===== src/rtl/core/assert_macros.svh =====
// Assertion helper macros for the core RTL
`ifndef ASSERT_MACROS_SVH
`define ASSERT_MACROS_SVH

// Property checked on every clock edge outside reset
`define ASSERT_CLK(label, clk, rst, prop, msg) \
   label: assert property (@(posedge clk) disable iff (rst) (prop)) else $error(msg);

// Property checked on every clock edge, reset included
`define ASSERT_ALWAYS(label, clk, prop, msg) \
   label: assert property (@(posedge clk) (prop)) else $error(msg);

`endif


===== src/rtl/core/bse_pkg.sv =====
`timescale 1ns / 1ps
// ----------------------------------------------------------------------------
// bse_pkg
// Shared types, constants and functions of the bitmap store engine.
// ----------------------------------------------------------------------------
package bse_pkg;

   localparam int STORE_WORDS = 64;
   localparam int WORD_BITS   = 64;
   localparam int WIDX_W      = $clog2(STORE_WORDS);
   localparam int BIDX_W      = 12;
   localparam int CNT_W       = 13;
   localparam int AW_W        = 7;
   localparam int WCNT_W      = $clog2(STORE_WORDS + 1);
   localparam int PCNT_W      = 7;

   localparam int REQ_DATA_W  = 88;
   localparam int RSP_DATA_W  = 96;

   typedef enum logic [3:0] {
      ACT_SET     = 4'd0,
      ACT_CLEAR   = 4'd1,
      ACT_TEST    = 4'd2,
      ACT_CLR_ALL = 4'd3,
      ACT_COUNT   = 4'd4,
      ACT_FIRST   = 4'd5,
      ACT_NEXT    = 4'd6,
      ACT_OR      = 4'd7,
      ACT_AND     = 4'd8,
      ACT_XOR     = 4'd9,
      ACT_COMMON  = 4'd10,
      ACT_INVERT  = 4'd11,
      ACT_READ    = 4'd12,
      ACT_WRITE   = 4'd13,
      ACT_BAD14   = 4'd14,
      ACT_BAD15   = 4'd15
   } action_type;

   // Datapath commands issued by the controller
   typedef struct packed {
      logic                load;     // capture request and clear accumulators
      logic                rd;       // read word at rd_addr
      logic [WIDX_W-1:0]   rd_addr;
      logic                modify;   // compute RMW result from read data
      logic                wr;       // write back modified word
      logic                acc;      // accumulate count / search on read data
      logic                first;    // first word of a walk (apply start mask)
      logic                inv;      // walk writes inverted words
      logic                clr_step; // clear word at rd_addr
      logic                err;      // report status error
      logic                done;     // present the result
   } cmd_type;

   typedef struct packed {
      logic found;               // search hit seen
   } sts_type;

   typedef struct packed {
      logic                bit_value;
      logic [CNT_W-1:0]    count;
      logic                found;
      logic [BIDX_W-1:0]   position;
      logic                changed;
      logic [WORD_BITS-1:0] word_out;
      logic                status;
   } rsp_type;

   // Pairwise tree sum of the bits, byte sums folded in three steps
   function automatic logic [PCNT_W-1:0] popcount64(input logic [WORD_BITS-1:0] v);
      logic [WORD_BITS-1:0] s1, s2, s4, s8, s16, s32;
      s1  = v - ((v >> 1) & 64'h5555_5555_5555_5555);
      s2  = (s1 & 64'h3333_3333_3333_3333) + ((s1 >> 2) & 64'h3333_3333_3333_3333);
      s4  = (s2 + (s2 >> 4)) & 64'h0F0F_0F0F_0F0F_0F0F;
      s8  = s4 + (s4 >> 8);
      s16 = s8 + (s8 >> 16);
      s32 = s16 + (s16 >> 32);
      return s32[PCNT_W-1:0];
   endfunction

   // Lowest set bit of a word; valid only when the word is nonzero
   function automatic logic [5:0] lowest_set(input logic [WORD_BITS-1:0] v);
      logic [5:0] p;
      p = '0;
      for (int i = WORD_BITS - 1; i >= 0; i--) if (v[i]) p = 6'(i);
      return p;
   endfunction

endpackage


===== src/rtl/core/bse_ctrl.sv =====
`timescale 1ns / 1ps
// ----------------------------------------------------------------------------
// bse_ctrl
// Sequencer: accepts a request, walks the memory, hands off a result.
// ----------------------------------------------------------------------------
module bse_ctrl (
   input  logic                 clock,
   input  logic                 reset,
   input  logic                 req_fire,
   input  bse_pkg::action_type  action,
   input  logic [11:0]          bit_index,
   input  logic [5:0]           word_sel,
   input  logic [6:0]           active_words,
   input  bse_pkg::sts_type     sts,
   input  logic                 out_free,
   output logic                 busy,
   output bse_pkg::cmd_type     cmd
);
   import bse_pkg::*;

   typedef enum logic [5:0] {
      S_IDLE  = 6'b000001,
      S_RD    = 6'b000010,
      S_MOD   = 6'b000100,
      S_WALK  = 6'b001000,
      S_CLR   = 6'b010000,
      S_DONE  = 6'b100000
   } state_type;

   state_type          state_ff, state_in;
   action_type         act_ff;
   logic [WIDX_W-1:0]  ptr_ff, ptr_in;
   logic [WIDX_W-1:0]  last_ff;
   logic               err_ff, err_in;
   logic               first_ff, first_in;
   logic               walk_v_ff, walk_v_in;
   logic [WCNT_W-1:0]  nw;
   logic               bad;

   // Effective size saturated into 1..STORE_WORDS
   always_comb begin
      if (active_words == '0) nw = WCNT_W'(1);
      else if (32'(active_words) > STORE_WORDS) nw = WCNT_W'(STORE_WORDS);
      else nw = WCNT_W'(active_words);
   end

   always_comb begin
      unique case (action)
         ACT_SET, ACT_CLEAR, ACT_TEST, ACT_NEXT: bad = 32'(bit_index[11:6]) >= 32'(nw);
         ACT_OR, ACT_AND, ACT_XOR, ACT_COMMON, ACT_READ, ACT_WRITE:
            bad = 32'(word_sel) >= 32'(nw);
         ACT_BAD14, ACT_BAD15: bad = 1'b1;
         default: bad = 1'b0;
      endcase
   end

   always_comb begin
      state_in  = state_ff;
      ptr_in    = ptr_ff;
      err_in    = err_ff;
      first_in  = first_ff;
      walk_v_in = 1'b0;
      cmd       = '0;
      cmd.rd_addr = ptr_ff;
      busy      = state_ff != S_IDLE;
      // accumulate on data read in previous cycle
      cmd.acc   = walk_v_ff;
      cmd.first = walk_v_ff && first_ff;
      cmd.inv   = walk_v_ff && act_ff == ACT_INVERT;
      if (walk_v_ff) first_in = 1'b0;
      unique case (state_ff)
         S_IDLE: begin
            if (req_fire) begin
               cmd.load = 1'b1;
               err_in   = bad;
               first_in = action == ACT_NEXT;
               if (bad) state_in = S_DONE;
               else begin
                  unique case (action)
                     ACT_CLR_ALL: begin
                        ptr_in = '0;
                        state_in = S_CLR;
                     end
                     ACT_COUNT, ACT_FIRST, ACT_NEXT, ACT_INVERT: begin
                        ptr_in = (action == ACT_NEXT) ? bit_index[11:6] : '0;
                        state_in = S_WALK;
                     end
                     ACT_SET, ACT_CLEAR, ACT_TEST: begin
                        ptr_in = bit_index[11:6];
                        state_in = S_RD;
                     end
                     default: begin
                        ptr_in = word_sel;
                        state_in = S_RD;
                     end
                  endcase
               end
            end
         end
         S_RD: begin
            cmd.rd   = 1'b1;
            state_in = S_MOD;
         end
         S_MOD: begin
            cmd.modify = 1'b1;
            cmd.wr     = 1'b1;
            state_in   = S_DONE;
         end
         S_WALK: begin
            // stop issuing reads once a hit is in hand
            if (!(sts.found || (act_ff != ACT_COUNT && act_ff != ACT_INVERT
                                 && walk_v_ff && cmd.acc && 1'b0))) begin
               cmd.rd    = 1'b1;
               walk_v_in = 1'b1;
            end
            if (ptr_ff == last_ff || sts.found) state_in = S_MOD;
            else ptr_in = ptr_ff + 1'b1;
         end
         S_CLR: begin
            cmd.clr_step = 1'b1;
            if (ptr_ff == WIDX_W'(STORE_WORDS - 1)) state_in = S_DONE;
            else ptr_in = ptr_ff + 1'b1;
         end
         S_DONE: begin
            cmd.err  = err_ff;
            cmd.done = out_free;
            if (out_free) state_in = S_IDLE;
         end
         default: state_in = S_IDLE;
      endcase
      // Walk tail: S_MOD after a walk only drains the last read
      if (state_ff == S_MOD && act_ff != ACT_SET && act_ff != ACT_CLEAR
          && act_ff != ACT_TEST && act_ff != ACT_OR && act_ff != ACT_AND
          && act_ff != ACT_XOR && act_ff != ACT_COMMON && act_ff != ACT_READ
          && act_ff != ACT_WRITE) begin
         cmd.modify = 1'b0;
         cmd.wr     = 1'b0;
      end
   end

   always_ff @(posedge clock) begin
      if (reset) begin
         state_ff  <= S_IDLE;
         walk_v_ff <= 1'b0;
      end else begin
         state_ff  <= state_in;
         walk_v_ff <= walk_v_in;
      end
      ptr_ff   <= ptr_in;
      err_ff   <= err_in;
      first_ff <= first_in;
      if (req_fire && state_ff == S_IDLE) begin
         act_ff  <= action;
         last_ff <= WIDX_W'(nw - 1'b1);
      end
   end
endmodule


===== config.mk =====
export PLATFORM = sky130hd
export DESIGN_NAME = bse_ctrl
export DESIGN_NICKNAME = d
export VERILOG_FILES = /design/src/rtl/core/assert_macros.svh /design/src/rtl/core/bse_pkg.sv /design/src/rtl/core/bse_ctrl.sv
export SDC_FILE = /design/constraint.sdc
export NUM_CORES = 1
export LEC_CHECK = 0
export ABC_AREA = 1
export ABC_CLOCK_PERIOD_IN_PS = 2480
export BUFFER_PORTS_ARGS = -buffer_cell sky130_fd_sc_hd__buf_4
export CAP_MARGIN = 20
export CORE_MARGIN = 3
export CORE_UTILIZATION = 35
export DETAILED_ROUTE_END_ITERATION = 7
export HOLD_SLACK_MARGIN = 0.03
export PLACE_DENSITY_LB_ADDON = 0.25
export SLEW_MARGIN = 0
export SYNTH_ARGS = -nofsm -noshare
export SYNTH_HDL_FRONTEND = slang
export SYNTH_SLANG_ARGS = --single-unit

===== constraint.sdc =====
create_clock -name clock -period 2.48 [get_ports clock]
set_input_delay 0.372 -clock clock [delete_from_list [all_inputs] [get_ports clock]]
set_output_delay 0.372 -clock clock [all_outputs]
set_load 0.02 [all_outputs]

==> impl_results.md <==
- Total vias in the final route: approximately 1800
- Horizontal die dimension: slightly above 80 um
- DIE AREA: 0.00648 sq mm
- Number of register bits inferred by synthesis: 25
- Slowest stage cell on the critical path: sky130_fd_sc_hd__ha_1
- Area of the mapped netlist: 0.00194 sq mm
- Weighted congestion reported at the end of routability-driven placement: 0.837
- Clk_lat worst skew: 0.27 ns
- Slew margin rel.: 74.4%
- Cts hold-fix bufs: 0
- Number of enable flip-flop cells after synthesis: 17
- Num rows: 26
- Fin. Hold Viols: 0
- Most common library cell in the layout ignoring fill and taps: sky130_fd_sc_hd__nand2_1
- R2R cell count: 9
- Largest family of logic cells by synthesized area: simple AND/OR/NAND/NOR gates
- Worst R2R Setup Slack: 0.57 ns
- Number of sinks handled by clock tree synthesis: 25
- Switching part of the total power: 43.7%
- Multiplexer share of the synthesized area: 0%
- Router iterations before antenna repair: 4
- # nets final: 378
- Largest stage delay, worst path: 0.31 ns
- Post-route ant nets: 0
- DR DRC count: 0
- Data required time at the worst endpoint: ~2.5 ns
- Async S/R FF share, synth: 0%
- Most common cell type on the critical path: sky130_fd_sc_hd__nand2_1
- Post-Syn Area per Cell: 7.11 sq um
- Part of the Yosys area used for sequential elements: ~35%
- Syn nets: 321
- Clk buf depth: 2
- Largest net degree at the start of global routing: 16
- Signal arrival time at the worst endpoint: 2.23 ns
- DIE HEIGHT: 80.5 um
- Final Util: between 40% and 50%
- Period minus WS final: 2.24 ns
- Critical Path End Type: flip-flop
- Tightest hold margin: between 0.2 and 0.3 ns
- Area of the core region: 0.00524 sq mm
- Switching power: roughly 900 uW
- Hold path depth: 2
- Vias in the first global route: ~1700
- Number of max-cap violations: 0
- Initial antenna violation count: 0
- Portion of total power attributed to sequential cells: 37.4%
- Status: complete, no violations
- Maximum fanout encountered on the critical timing path: 6
- HPWL after DPL: about 3900 um
- Number of warning messages in the yosys log: 0
- Cell-by-cell trace of the critical path: buf_4, nor2_1, nand3_1, nand2_1, nand2_1, ha_1, a21oi_1, o21ai_0, nand2_1, nand2_1, nand2_4, nand2_4, nand2_4, inv_1, nor2_1, buf_4
- Slew at the pin with the worst max-slew slack: roughly 0.38 ns
- Xor and xnor fraction of the mapped netlist area: roughly 1.4%
- IR drop worst, VDD: 0.275 mV
- RSZ-0062 raised after global routing: no
- Worst hold path class: input port to flip-flop
- Power per Cell Area: between 800 and 900 mW/mm^2
- Clock tree from TritonCTS: done
- Gate count of the mapped netlist: between 200 and 300
- Antenna Cells: 0
- Count of buffering cells on the critical path with inverters included: 3
- Drt total wl: 4540 um
- Crit-path leading delay family: simple AND/OR/NAND/NOR gates
- Synth-to-layout area growth: 27.1%
- Clock Root Buffer: sky130_fd_sc_hd__clkbuf_8
- Internal power component: roughly 1100 uW
- Post-synthesis share of cell area spent on full adders, half adders and majority gates: 9.02%
- CP Capture Point: ptr_ff[2]
- Clock transition time at the flip-flop clock pins of the worst setup and hold paths: 0.10 ns
- Count of buffers from port buffering: 44
- Number of setup buffers added after CTS: 0
- Gates resized, CTS repair: 0
- Leakage dissipation: 0.00128 uW
- Final setup fails: 0
- Deepest level of the CTS H-tree: 1
- Number of buffers created by CTS: 3
- Layout cell share with drive strength beyond 1: around a quarter
- Clock Skews: 0.0143 ns
- Total global routing overflow: 0
- Worst setup path start: active_words[3]
- Wire length of the first global-routing pass: between 7000 and 8000 um
- Most used cells in the layout excluding fill and tap cells: 72 x sky130_fd_sc_hd__nand2_1, 55 x sky130_fd_sc_hd__buf_4, 43 x sky130_fd_sc_hd__inv_1, 36 x sky130_fd_sc_hd__nor2_1, 18 x sky130_fd_sc_hd__a21oi_1
- Drt initial violations: 87
- Count of cell types in the netlist: 33
- Compound-gate portion of the synthesized area: 10.6%
- Post-DR vias/cell: 4.63
- Dominant register cell in the synthesized netlist: sky130_fd_sc_hd__edfxtp_1
- Starting Density: 37.1%
- Max-slew violation count: 0
- Final routed wire length divided by cell count: 11.4 um
- Share of power burned in combinational logic: 50.3%
- Top achievable clock speed: 446 MHz
- Fraction of the mapped netlist area in simple logic gates: approximately a third
- All-Layer GR Usage: 14.8%
- Crit path depth: 16
- Crit path launch type: input port
- Number of top-level pins: 51
- Fill cell instance count of the final layout: between 500 and 600
- R2r startpoint: ptr_ff[0]
- Clock network power share: around 12%
- Final critical-path share of the clock period: 90.4%
- Worst reg2reg path endpoint: ptr_ff[2]
- Setup Crit Path Kind: input port to flip-flop
==> cell families after synthesis <==
family | count (synthesis)
compound gates | 34
fa+ha+maj | 14
simple gates | 149
buf+inv | 48
flops | 25
xor+xnor | 3
==> power groups by stage <==
stage / logic [uW] / registers (uW) / clock network [uW]
after detailed placement: 1030 / 772 / 0
after floorplan: 630 / 798 / 0
after global placement: 1020 / 768 / 0
after CTS: 1040 / 762 / 252
after global routing: 1160 / 790 / 277
final: 1030 / 763 / 251
==> cell type report <==
class / instances / area (sq um) / area share [%]
Timing Repair Buffer: 55 / 413 / 16.7
Multi-Input combinational cell: 200 / 1080 / 43.8
Inverter: 45 / 169 / 6.85
Sequential cell: 25 / 671 / 27.2
Clock inverter: 1 / 6.26 / 0.254
Tap cell: 70 / 87.6 / 3.55
Clock buffer: 3 / 41.3 / 1.67
==> per-layer routing <==
metal	wire, um	global-route usage, %	part of all wire [%]	vias up
li1	-	-	-	1008
met1	2340	20.8	52	806
met2	1950	24.3	43	31
met3	214	1.35	4.7	2
met4	31	3.72	0.68	0
met5	0	0	0	-
==> sequential cells by signal, indices dropped and copies added, names as in the netlist <==
signal and flops:
state_ff 6, last_ff 6, first_ff 1, act_ff 4, walk_v_ff 1, ptr_ff 6, err_ff 1
==> synthesized netlist by cell type (2+ instances only) <==
library cell,count,area share (%)
sky130_fd_sc_hd__dfxtp_1,8,8.2
sky130_fd_sc_hd__a31oi_1,3,0.97
sky130_fd_sc_hd__nand2_4,4,2.3
sky130_fd_sc_hd__xor2_1,2,0.90
sky130_fd_sc_hd__nand3_1,15,3.9
sky130_fd_sc_hd__inv_2,2,0.39
sky130_fd_sc_hd__nor2_1,36,7.0
sky130_fd_sc_hd__edfxtp_1,17,26
sky130_fd_sc_hd__nand2_1,72,14
sky130_fd_sc_hd__o21bai_1,2,0.77
sky130_fd_sc_hd__nand2_2,3,0.97
sky130_fd_sc_hd__o21ai_0,4,1.0
sky130_fd_sc_hd__buf_4,3,1.2
sky130_fd_sc_hd__inv_1,43,8.3
sky130_fd_sc_hd__ha_1,14,9.0
sky130_fd_sc_hd__a21oi_1,18,4.6
sky130_fd_sc_hd__nand4_1,8,2.6
sky130_fd_sc_hd__nor2_2,2,0.64
sky130_fd_sc_hd__nor3_1,3,0.77
==> worst register-to-register path, stage by stage (launching register included) <==
cell,delay [ns]
sky130_fd_sc_hd__edfxtp_1,0.51
sky130_fd_sc_hd__ha_1,0.29
sky130_fd_sc_hd__nand3_1,0.12
sky130_fd_sc_hd__nor2_1,0.07
sky130_fd_sc_hd__nor2_1,0.16
sky130_fd_sc_hd__inv_1,0.09
sky130_fd_sc_hd__nand3_1,0.07
sky130_fd_sc_hd__nand3_1,0.09
sky130_fd_sc_hd__nor2_1,0.09
sky130_fd_sc_hd__buf_4,0.15
==> metrics by stage <==
stage / total power (uW) / worst slack [ns] / TNS (ns) / instances / cell area (sq um)
after CTS: 2050 / 0.216 / 0 / 399 / 2470
after detailed placement: 1810 / -0.0664 / -0.397 / 395 / 2420
after global routing: 2230 / 0.0310 / 0 / 399 / 2470
final: 2040 / 0.237 / 0 / 399 / 2470
after floorplan: 1430 / 0.133 / 0 / 273 / 1940
after global placement: 1790 / -0.0249 / -0.148 / 395 / 2420
==> worst min path at each step <==
stage	endpoint	slack, ns	from
final	walk_v_ff	0.29	reset
after global routing	act_ff[0]	0.29	action[0]
after CTS	walk_v_ff	0.29	reset
after detailed placement	first_ff	0.46	first_ff
after global placement	first_ff	0.45	first_ff
after floorplan	first_ff	0.44	first_ff
Power figures use the tool's default switching activity.
